$ cat src/rtl/core/assert_macros.svh
// Concurrent assertion helpers, clocked on clk with reset rst_n.
`ifndef ASSERT_MACROS_SVH
`define ASSERT_MACROS_SVH

// Check that cons holds in the same cycle as ante.
`define ASSERT_SAME(label, ante, cons, msg) \
    label: assert property (@(posedge clk) disable iff (!rst_n) (ante) |-> (cons)) \
        else $error(msg);

// Check that cons holds in the cycle after ante.
`define ASSERT_NEXT(label, ante, cons, msg) \
    label: assert property (@(posedge clk) disable iff (!rst_n) (ante) |=> (cons)) \
        else $error(msg);

`endif

$ cat src/rtl/core/kbfim_pkg.sv
package kbfim_pkg;

    localparam int KBFIM_FIFO_DEPTH = 256;

    typedef enum logic [2:0] {
        ACT_KEY   = 3'd0,
        ACT_READ  = 3'd1,
        ACT_WRITE = 3'd2,
        ACT_STEP  = 3'd3,
        ACT_IRET  = 3'd4
    } action_t;

    localparam logic [7:0]  PORT_KBD_DATA   = 8'h60;
    localparam logic [7:0]  PORT_KBD_STATUS = 8'h64;
    localparam logic [7:0]  PORT_PIC_DATA   = 8'h21;
    localparam logic [7:0]  PORT_PIC_CMD    = 8'h20;
    localparam logic [15:0] CMD_EOI         = 16'h0020;
    localparam logic [7:0]  MASK_RESET      = 8'hFD;
    localparam logic [7:0]  KBD_LINE_BIT    = 8'h02;

endpackage

$ cat src/rtl/core/keyboard_fifo_with_interrupt_mask_unit.sv
// A request is held in the input register, and its result in the output register on m_tdata.
// Throughput: one request per cycle unless m_tready stalls the output; the FIFO head is
// prefetched from key memory into a register each cycle; pops never wait on its read port.
// Reset: rst_n is asynchronous, active low; it empties the FIFO, clears ready,
// request and in-service, and sets the mask to 0xFD. Key memory is not cleared.
`include "assert_macros.svh"

module keyboard_fifo_with_interrupt_mask_unit
    import kbfim_pkg::*;
#(
    parameter int FIFO_DEPTH = KBFIM_FIFO_DEPTH
)
(
    input  logic        clk,
    input  logic        rst_n,
    input  logic        s_tvalid,
    output logic        s_tready,
    // port[7:0], data[23:8], cpu_int_enable[24], zero[31:25]
    input  logic [31:0] s_tdata,
    // action[2:0]
    input  logic [2:0]  s_tuser,
    output logic        m_tvalid,
    input  logic        m_tready,
    // read_data[7:0], irq_taken[8], bad_port[9], key_dropped[10],
    // in_service_now[18:11], zero[23:19]
    output logic [23:0] m_tdata
);

    localparam int PTR_W = (FIFO_DEPTH > 1) ? $clog2(FIFO_DEPTH) : 1;
    localparam logic [PTR_W-1:0] PTR_LAST = PTR_W'(FIFO_DEPTH - 1);

    logic             in_valid_reg;
    action_t          in_act_reg;
    logic [7:0]       in_port_reg;
    logic [15:0]      in_data_reg;
    logic             in_int_en_reg;

    logic [PTR_W-1:0] rd_ptr_reg, rd_ptr_next;
    logic [PTR_W-1:0] wr_ptr_reg, wr_ptr_next;
    logic             ready_reg, ready_next;
    logic [7:0]       request_reg, request_next;
    logic [7:0]       service_reg, service_next;
    logic [7:0]       mask_reg, mask_next;

    logic [7:0]       key_mem [FIFO_DEPTH];
    logic [7:0]       head_reg;
    logic             mem_we;

    logic             out_valid_reg;
    logic [7:0]       out_rd_reg, rd_next;
    logic             out_irq_reg, irq_next;
    logic             out_bad_reg, bad_next;
    logic             out_drop_reg, drop_next;
    logic [7:0]       out_service_reg;

    logic             advance;
    logic             nonempty;
    logic             full;
    logic [PTR_W-1:0] rd_ptr_inc;
    logic [PTR_W-1:0] wr_ptr_inc;
    logic [7:0]       request_step;

    assign advance    = in_valid_reg && (!out_valid_reg || m_tready);
    assign s_tready   = !in_valid_reg || advance;
    assign rd_ptr_inc = (rd_ptr_reg == PTR_LAST) ? '0 : rd_ptr_reg + 1'b1;
    assign wr_ptr_inc = (wr_ptr_reg == PTR_LAST) ? '0 : wr_ptr_reg + 1'b1;
    assign nonempty   = rd_ptr_reg != wr_ptr_reg;
    assign full       = wr_ptr_inc == rd_ptr_reg;
    assign request_step = nonempty ? (request_reg | KBD_LINE_BIT) : request_reg;

    always_comb
    begin
        rd_ptr_next  = rd_ptr_reg;
        wr_ptr_next  = wr_ptr_reg;
        ready_next   = ready_reg;
        request_next = request_reg;
        service_next = service_reg;
        mask_next    = mask_reg;
        mem_we       = 1'b0;
        rd_next      = '0;
        irq_next     = 1'b0;
        bad_next     = 1'b0;
        drop_next    = 1'b0;
        if (advance)
        begin
            unique case (in_act_reg)
                ACT_KEY:
                begin
                    if (full)
                    begin
                        drop_next = 1'b1;
                    end
                    else
                    begin
                        mem_we      = 1'b1;
                        wr_ptr_next = wr_ptr_inc;
                        ready_next  = 1'b1;
                    end
                end
                ACT_READ:
                begin
                    if (in_port_reg == PORT_KBD_DATA)
                    begin
                        if (nonempty)
                        begin
                            rd_next     = head_reg;
                            rd_ptr_next = rd_ptr_inc;
                        end
                        ready_next = 1'b0;
                    end
                    else if (in_port_reg == PORT_KBD_STATUS)
                    begin
                        rd_next = {7'b0, ready_reg};
                    end
                    else if (in_port_reg == PORT_PIC_DATA)
                    begin
                        rd_next = mask_reg;
                    end
                    else
                    begin
                        bad_next = 1'b1;
                    end
                end
                ACT_WRITE:
                begin
                    if (in_port_reg == PORT_PIC_DATA)
                    begin
                        mask_next = in_data_reg[7:0];
                    end
                    else if (in_port_reg == PORT_PIC_CMD)
                    begin
                        if (in_data_reg == CMD_EOI)
                        begin
                            service_next = '0;
                        end
                    end
                    else
                    begin
                        bad_next = 1'b1;
                    end
                end
                ACT_STEP:
                begin
                    request_next = request_step;
                    if (nonempty)
                    begin
                        ready_next = 1'b1;
                    end
                    if (in_int_en_reg && ((request_step & ~mask_reg & KBD_LINE_BIT) != '0))
                    begin
                        irq_next     = 1'b1;
                        service_next = service_reg | KBD_LINE_BIT;
                        request_next = request_step & ~KBD_LINE_BIT;
                    end
                end
                ACT_IRET:
                begin
                    service_next = '0;
                end
                default:
                begin
                end
            endcase
        end
    end

    always_ff @(posedge clk or negedge rst_n)
    begin
        if (!rst_n)
        begin
            in_valid_reg  <= 1'b0;
            out_valid_reg <= 1'b0;
            rd_ptr_reg    <= '0;
            wr_ptr_reg    <= '0;
            ready_reg     <= 1'b0;
            request_reg   <= '0;
            service_reg   <= '0;
            mask_reg      <= MASK_RESET;
        end
        else
        begin
            if (s_tready)
            begin
                in_valid_reg <= s_tvalid;
            end
            if (advance)
            begin
                out_valid_reg <= 1'b1;
            end
            else if (m_tready)
            begin
                out_valid_reg <= 1'b0;
            end
            rd_ptr_reg  <= rd_ptr_next;
            wr_ptr_reg  <= wr_ptr_next;
            ready_reg   <= ready_next;
            request_reg <= request_next;
            service_reg <= service_next;
            mask_reg    <= mask_next;
        end
    end

    always_ff @(posedge clk)
    begin
        if (s_tready && s_tvalid)
        begin
            in_act_reg    <= action_t'(s_tuser);
            in_port_reg   <= s_tdata[7:0];
            in_data_reg   <= s_tdata[23:8];
            in_int_en_reg <= s_tdata[24];
        end
        if (advance)
        begin
            out_rd_reg      <= rd_next;
            out_irq_reg     <= irq_next;
            out_bad_reg     <= bad_next;
            out_drop_reg    <= drop_next;
            out_service_reg <= service_next;
        end
    end

    // Prefetch the head entry; forward a key written to the head slot.
    always_ff @(posedge clk)
    begin
        if (mem_we)
        begin
            key_mem[wr_ptr_reg] <= in_data_reg[7:0];
        end
        if (mem_we && (wr_ptr_reg == rd_ptr_next))
        begin
            head_reg <= in_data_reg[7:0];
        end
        else
        begin
            head_reg <= key_mem[rd_ptr_next];
        end
    end

    assign m_tvalid = out_valid_reg;
    assign m_tdata  = {5'b0, out_service_reg, out_drop_reg, out_bad_reg, out_irq_reg,
                       out_rd_reg};

    `ASSERT_SAME(a_irq_in_service, out_valid_reg && out_irq_reg,
                 (out_service_reg & KBD_LINE_BIT) != '0, "irq taken without in-service bit")
    `ASSERT_SAME(a_bad_port_alone, out_valid_reg && out_bad_reg,
                 !out_irq_reg && !out_drop_reg && (out_rd_reg == '0),
                 "bad port result carries other flags")
    `ASSERT_NEXT(a_key_stored, advance && (in_act_reg == ACT_KEY) && !full,
                 ready_reg && (rd_ptr_reg != wr_ptr_reg), "accepted key left FIFO empty")

endmodule
$ cat config.mk
export PLATFORM = sky130hd
export DESIGN_NAME = keyboard_fifo_with_interrupt_mask_unit
export DESIGN_NICKNAME = d
export VERILOG_FILES = /design/src/rtl/core/kbfim_pkg.sv /design/src/rtl/core/keyboard_fifo_with_interrupt_mask_unit.sv
export VERILOG_INCLUDE_DIRS = /design/src /design/src/rtl/core
export SDC_FILE = /design/constraint.sdc
export NUM_CORES = 2
export LEC_CHECK = 0
export BUFFER_PORTS_ARGS = -buffer_cell sky130_fd_sc_hd__buf_2
export CORE_ASPECT_RATIO = 1.75
export CORE_MARGIN = 4
export CORE_UTILIZATION = 60
export CTS_CLUSTER_SIZE = 8
export DETAILED_ROUTE_END_ITERATION = 10
export PLACE_DENSITY = 0.74
export SLEW_MARGIN = 20
export SYNTH_ARGS = -nofsm -noshare
export SYNTH_HDL_FRONTEND = slang
export SYNTH_SLANG_ARGS = --single-unit
export TNS_END_PERCENT = 1
$ cat constraint.sdc
create_clock -name clk -period 8.77 [get_ports clk]
set_input_delay 0.877 -clock clk [delete_from_list [all_inputs] [get_ports clk]]
set_output_delay 0.877 -clock clk [all_outputs]
set_load 0.03 [all_outputs]
### Yosys cells after proc, flatten, opt, wreduce, memory -nomap -nowiden

Memory sizes are Yosys's and may differ from the RTL's. A register that Yosys moved wholly into a read port is not among the register bits.
Cells that the tools add are included.

| storage, ports and cells | value |
|---|---|
| flip-flop bits (word level) | 90 |
| memory bits (writable) | 2048 |
| logic and storage cells | 90 |
| memories | 1 |

Memories:

| name | depth | bits a word | read ports | clocked after memory_dff | wr ports | line | RTL |
|---|---|---|---|---|---|---|---|
| key_mem | 256 | 8 | 1 | 1 | 1 | keyboard_fifo_with_interrupt_mask_unit.sv:45 | `logic [7:0] key_mem [FIFO_DEPTH];` |

| operators by class | value |
|---|---|
| add/sub/neg operators | 2 |
| equality and inequality tests | 16 |
| mux-type cells | 37 |
| bitwise gates (word level) | 3 |
| reductions and logical operators | 14 |

Operators with widths:

| operator | count |
|---|---|
| 2-to-1 mux 8 bit | 14 |
| case mux 8 bit (3 select lines) | 1 |
| 2-to-1 mux 1 bit | 17 |
| adder 8 x 1 -> 8 bit, second input constant | 2 |
| equality test 16 x 6 -> 1 bit, second input constant | 1 |
| equality test 8 x 6 -> 1 bit, second input constant | 2 |
| equality test 8 x 7 -> 1 bit, second input constant | 2 |
| equality test 8 bit, second input constant | 2 |
| equality test 8 bit | 1 |
| inequality test 8 bit | 1 |
| equality test 3 x 2 -> 1 bit, second input constant | 2 |
| 2-to-1 mux 2 bit | 3 |
| inequality test 2 bit, second input constant | 3 |
| AND reduction 3 bit | 2 |
| AND reduction 5 bit | 1 |
| equality test 3 x 1 -> 1 bit, second input constant | 1 |
| equality test 3 bit, second input constant | 1 |
| logical AND 1 bit | 3 |
| logical NOT 3 bit | 1 |
| case mux 1 bit (3 select lines) | 1 |
| nonzero test 3 bit | 1 |
| bitwise AND 2 bit | 1 |
| logical NOT 1 bit | 2 |
| logical OR 1 bit | 2 |
| other kinds (5) | 5 |

### Logic depth before layout (Yosys ltp)

| logic depth | value |
|---|---|
| depth in word-level cells | 8 |
| depth in mapped cells | 13 |
| gate-level depth less buffers | 8 |

### Worst setup path before layout

OpenSTA, ideal clock, no wires.

| timing | value |
|---|---|
| path type | register to register |
| start | register in_data_reg[5] |
| end | register out_service_reg[1] (data pin) |
| setup time | 261 ps |
| arrival time | 4407 ps |
| required time | 8509 ps |
| path slack | 4103 ps |
| cell stages (with the launch flop) | 6 |
| cell sequence | edfxtp_1 -> nor4b_1 -> nand3_1 -> nor4_1 -> o21ai_0 -> a22o_1 |

| on the way | value |
|---|---|
| longest elaborated chain between the ends | 6 |

RTL lines:

| item | line | RTL |
|---|---|---|
| from (decl) | keyboard_fifo_with_interrupt_mask_unit.sv:35 | `logic [15:0] in_data_reg;` |
| from (signal assigned) | keyboard_fifo_with_interrupt_mask_unit.sv:209 | `in_data_reg <= s_tdata[23:8];` |
| equality test 16 x 6 -> 1 bit | keyboard_fifo_with_interrupt_mask_unit.sv:132 | `if (in_data_reg == CMD_EOI)` |
| 2-to-1 mux 8 bit | keyboard_fifo_with_interrupt_mask_unit.sv:132 |  |
| 2-to-1 mux 8 bit | keyboard_fifo_with_interrupt_mask_unit.sv:130 | `else if (in_port_reg == PORT_PIC_CMD)` |
| 2-to-1 mux 8 bit | keyboard_fifo_with_interrupt_mask_unit.sv:126 | `if (in_port_reg == PORT_PIC_DATA)` |
| case mux 8 bit (3 select lines) | keyboard_fifo_with_interrupt_mask_unit.sv:86 | `unique case (in_act_reg)` |
| 2-to-1 mux 8 bit | keyboard_fifo_with_interrupt_mask_unit.sv:84 | `if (advance)` |
| net service_next[1] | keyboard_fifo_with_interrupt_mask_unit.sv:42 | `logic [7:0] service_reg, service_next;` |
| to (signal assigned) | keyboard_fifo_with_interrupt_mask_unit.sv:218 | `out_service_reg <= service_next;` |
| to (decl) | keyboard_fifo_with_interrupt_mask_unit.sv:54 | `logic [7:0] out_service_reg;` |

The timed path passes the listed nets, and every way through them passes these cells.
A chain may end at the register's enable or synchronous reset.

### Worst setup path in the final report

| timing | value |
|---|---|
| start | register wr_ptr_reg[4] |
| end | memory key_mem[240][7], enable pin |

| on the way | value |
|---|---|
| longest elaborated chain between the ends | 8 |
| elaborated cells between the ends (all ways) | 9 |
| classes of those cells | 1 x add/sub; 2 x eq/ne; 6 x mux |

RTL lines:

| item | line | RTL |
|---|---|---|
| from (decl) | keyboard_fifo_with_interrupt_mask_unit.sv:39 | `logic [PTR_W-1:0] wr_ptr_reg, wr_ptr_next;` |
| from (signal assigned) | keyboard_fifo_with_interrupt_mask_unit.sv:195 | `wr_ptr_reg <= wr_ptr_next;` |
| adder 8 x 1 -> 8 bit / equality test 8 bit (equally long branches) | keyboard_fifo_with_interrupt_mask_unit.sv:66 | `assign wr_ptr_inc = (wr_ptr_reg == PTR_LAST) ? '0 : wr_ptr_reg + 1'b1;` |
| 2-to-1 mux 8 bit | keyboard_fifo_with_interrupt_mask_unit.sv:66 |  |
| equality test 8 bit | keyboard_fifo_with_interrupt_mask_unit.sv:68 | `assign full = wr_ptr_inc == rd_ptr_reg;` |
| 2-to-1 mux 1 bit | keyboard_fifo_with_interrupt_mask_unit.sv:89 | `if (full)` |
| 2-to-1 mux 1 bit | keyboard_fifo_with_interrupt_mask_unit.sv:86 |  |
| 2-to-1 mux 1 bit | keyboard_fifo_with_interrupt_mask_unit.sv:84 |  |
| 2-to-1 mux 1 bit | keyboard_fifo_with_interrupt_mask_unit.sv:225 | `if (mem_we)` |
| 2-to-1 mux 1 bit (implied by the code) | keyboard_fifo_with_interrupt_mask_unit.sv:227 | `key_mem[wr_ptr_reg] <= in_data_reg[7:0];` |
| to (decl) | keyboard_fifo_with_interrupt_mask_unit.sv:45 |  |

Several ways; a longest one is shown, not always the timed one.

==> reports/qor.yml <==
power_density_mw_per_mm2: 237
initial_utilization_pct: 60.4
grtUsageTotal_pct: 31.0
grt_overflow: 0
grt_pass1_wl_mm: 323
r2r-start: "wr_ptr_reg[4]"
htreeDepth: 5
detail_route.iter0.violations: 6077
top_usage_layer: "met2"
synth.top_cell.area_share_pct: 75.0
seq_area_mm2: 0.0640
hp-class: "primary input to async pin"
cts_sinks: 2139
final_util_pct: 67.9
slowest_delay_ps: 780
synth_top_area_cell: "edfxtp_1"
synth.distinct_cells: 80
status: "complete, no violations"
crit_slowest_cell: "a2111o_2"
maxCapViolCount: 0
worstPathArrival_ps: 5500
report.final.slew_viol_count: 0
reg2reg_slack_ps: 3750
async_flop_share_pct: 1.68
yosys-top-cells-count: "2,095 x edfxtp_1, 483 x mux4_2, 305 x nor2_1"
clock_skew_ps: 54.8
root_buffer: "clkbuf_16"
path_cells: "nand4b_1 -> nor2_1 -> a21oi_1 -> xnor2_1 -> a2111o_2 -> o2111ai_4 -> buf_4 -> nor2_1"
area_delta_synth_final_pct: 12.4
ys_ff_latch: 2139
hold_viol: 0
clk_pin_slew_worst_paths_ps: 60
avgSynthCellArea_um2: 20.5
grtUsageMet2_pct: 51.5
multi_input_area_mm2: 0.0185
period_share_pct: 57.3
io_pins: 65
postCtsSetupBuffers: 0
yosysWarningCount: 0
die_area_mm2: 0.146
p_leak_nw: 28.8
drc: 0
worstMarginPinSlew_ps: 1190
setup_viol: 0
coreArea_mm2: 0.139
cts_made_buffers: 317
yosysMostFrequentCell: "edfxtp_1"
ys_seq_area_share_pct: 76.2
period_needed_ps: 5020
final.setup.tns_ps: 0
start_kind: "flop"
reg2reg_to: "key_mem[240][7]"
die_h_um: 503
die_x_um: 291
wl_per_cell_um: 36.0
crit_top_cell: "nor2_1"
num_vias: 43289
wl_mm: 224
clk_latency_ps: 900
io_buffers: 52
relSlewSlack_pct: 20.5
worstPathRequired_ps: 9240
synth_area_mm2: 0.0839
rows: 181
fmax_mhz: 199
vias_per_cell: 6.97
crit_type: "flop to flop"
grt.met3_usage_pct: 6.62
end_kind: "flop"
first_pass_iters: 9
largest_reg_flops: 2048
cts_tree: "built"
critPathBufInv: 1
syn_inst: 4099
cp_max_fo: 24
crit_family: "simple AND/OR/NAND/NOR gates"
antenna_left: 0
nNetsFinal: 4354
rsz0062_at_grt: "no"
clockBufferDepth: 4
synth_ff_type: "edfxtp_1"
n_fill_cell: 8537
grt_antenna_before_repair: 5
drive_gt1_share_pct: 24.0
place_congestion: 0.886
post_cts_resized: 0
path_depth: 8
vdd_ir_drop_max_mv: 0.207
hold_buffers: 0
ff2ff_path_depth: 8
dpl.hpwl_mm: 131
met1_usage_pct: 37.1
grt_max_degree: 258
netlist_top_cells_area: "edfxtp_1 75%, mux4_2 13%, mux2i_1 1.5%"
synth_edf_count: 2095
first_global_vias: 45163
==> layout make-up <==
cell class / instances / share of cell area (%)
antenna: 5 / 0.0133
clock buffer: 374 / 8.72
clock inverter: 10 / 0.107
inverter: 14 / 0.0597
multi-input combinational: 1692 / 19.6
sequential: 2139 / 67.8
tap: 1830 / 2.43
timing repair buffer: 146 / 1.21
==> how the worst max path moves through the flow <==
stage	startpoint	to	slack, ps
2_1_floorplan	in_data_reg[5]	out_service_reg[1]	4100
4_1_cts	wr_ptr_reg[4]	key_mem[161][2]	3860
6_report	wr_ptr_reg[4]	key_mem[240][7]	3750
3_3_place_gp	wr_ptr_reg[4]	key_mem[129][0]	3890
5_1_grt	wr_ptr_reg[4]	key_mem[161][4]	3490
3_5_place_dp	wr_ptr_reg[4]	key_mem[161][2]	3830
==> report_power, final <==
part / internal [W] / leakage (nW) / total (W) / switching [W]
Clock: 0.00648 / 4.06 / 0.0105 / 0.00402
Sequential: 0.0113 / 19.4 / 0.0113 / 0.0000382
Combinational: 0.000119 / 5.32 / 0.000524 / 0.000405
==> metrics by stage <==
step | cell area [µm²] | std cells | setup WS [ps] | power, W | hold WS, ps
after global placement | 85900 | 5818 | 3890 | 0.0120 | 462
after floorplan | 83900 | 4103 | 4100 | 0.0119 | 445
final | 94400 | 6210 | 3750 | 0.0224 | 142
after detailed placement | 85900 | 5818 | 3830 | 0.0120 | 472
after CTS | 94200 | 6202 | 3860 | 0.0224 | 104
after global routing | 94300 | 6206 | 3490 | 0.0229 | 123
==> routing by layer <==
layer | wire length (µm) | vias up | share of wire (%)
met1 | 71000 | 22381 | 32
met2 | 113000 | 2967 | 51
met5 | 10 | - | 0.0045
met4 | 17300 | 2 | 7.7
li1 | - | 17227 | -
met3 | 22200 | 712 | 9.9
==> placed cells by master, fill, tap and decap left out, types with 9 or more instances in the layout <==
cell,count
edfxtp_1,2095
inv_1,10
nor3_1,45
nor2_1,304
buf_12,9
and2_1,21
a21oi_1,41
buf_4,80
o22ai_1,68
a2111oi_0,11
clkbuf_1,53
clkbuf_16,321
o2111ai_4,16
nand2_1,148
nand3_1,43
buf_2,52
mux2i_1,122
a31oi_1,21
nor4_1,13
o21ai_0,34
nor2b_1,25
xnor2_1,16
o221ai_1,25
nand4_1,15
mux4_2,483
dfrtp_1,29
a211oi_1,23
a22oi_1,22
nand2b_1,15
o32ai_1,9
mux2_2,28
and3_1,17
==> logic make-up (layout without fill, tap and decap cells) <==
| kind of cell | after synthesis | after routing | synth area share (%) |
|---|---|---|---|
| AO/OA/AOI/OAI | 333 | 333 | 3.08 |
| XOR/XNOR | 19 | 19 | 0.198 |
| adder cells (fa/ha/maj) | 5 | 5 | 0.0745 |
| buffers and inverters | 272 | 544 | 1.82 |
| flip-flops | 2139 | 2139 | 76.2 |
| multiplexers | 636 | 636 | 14.8 |
| other | 1 | 10 | 0.00447 |
| AND/OR/NAND/NOR | 694 | 694 | 3.76 |
Note: power is estimated with default switching activity, not from simulation.
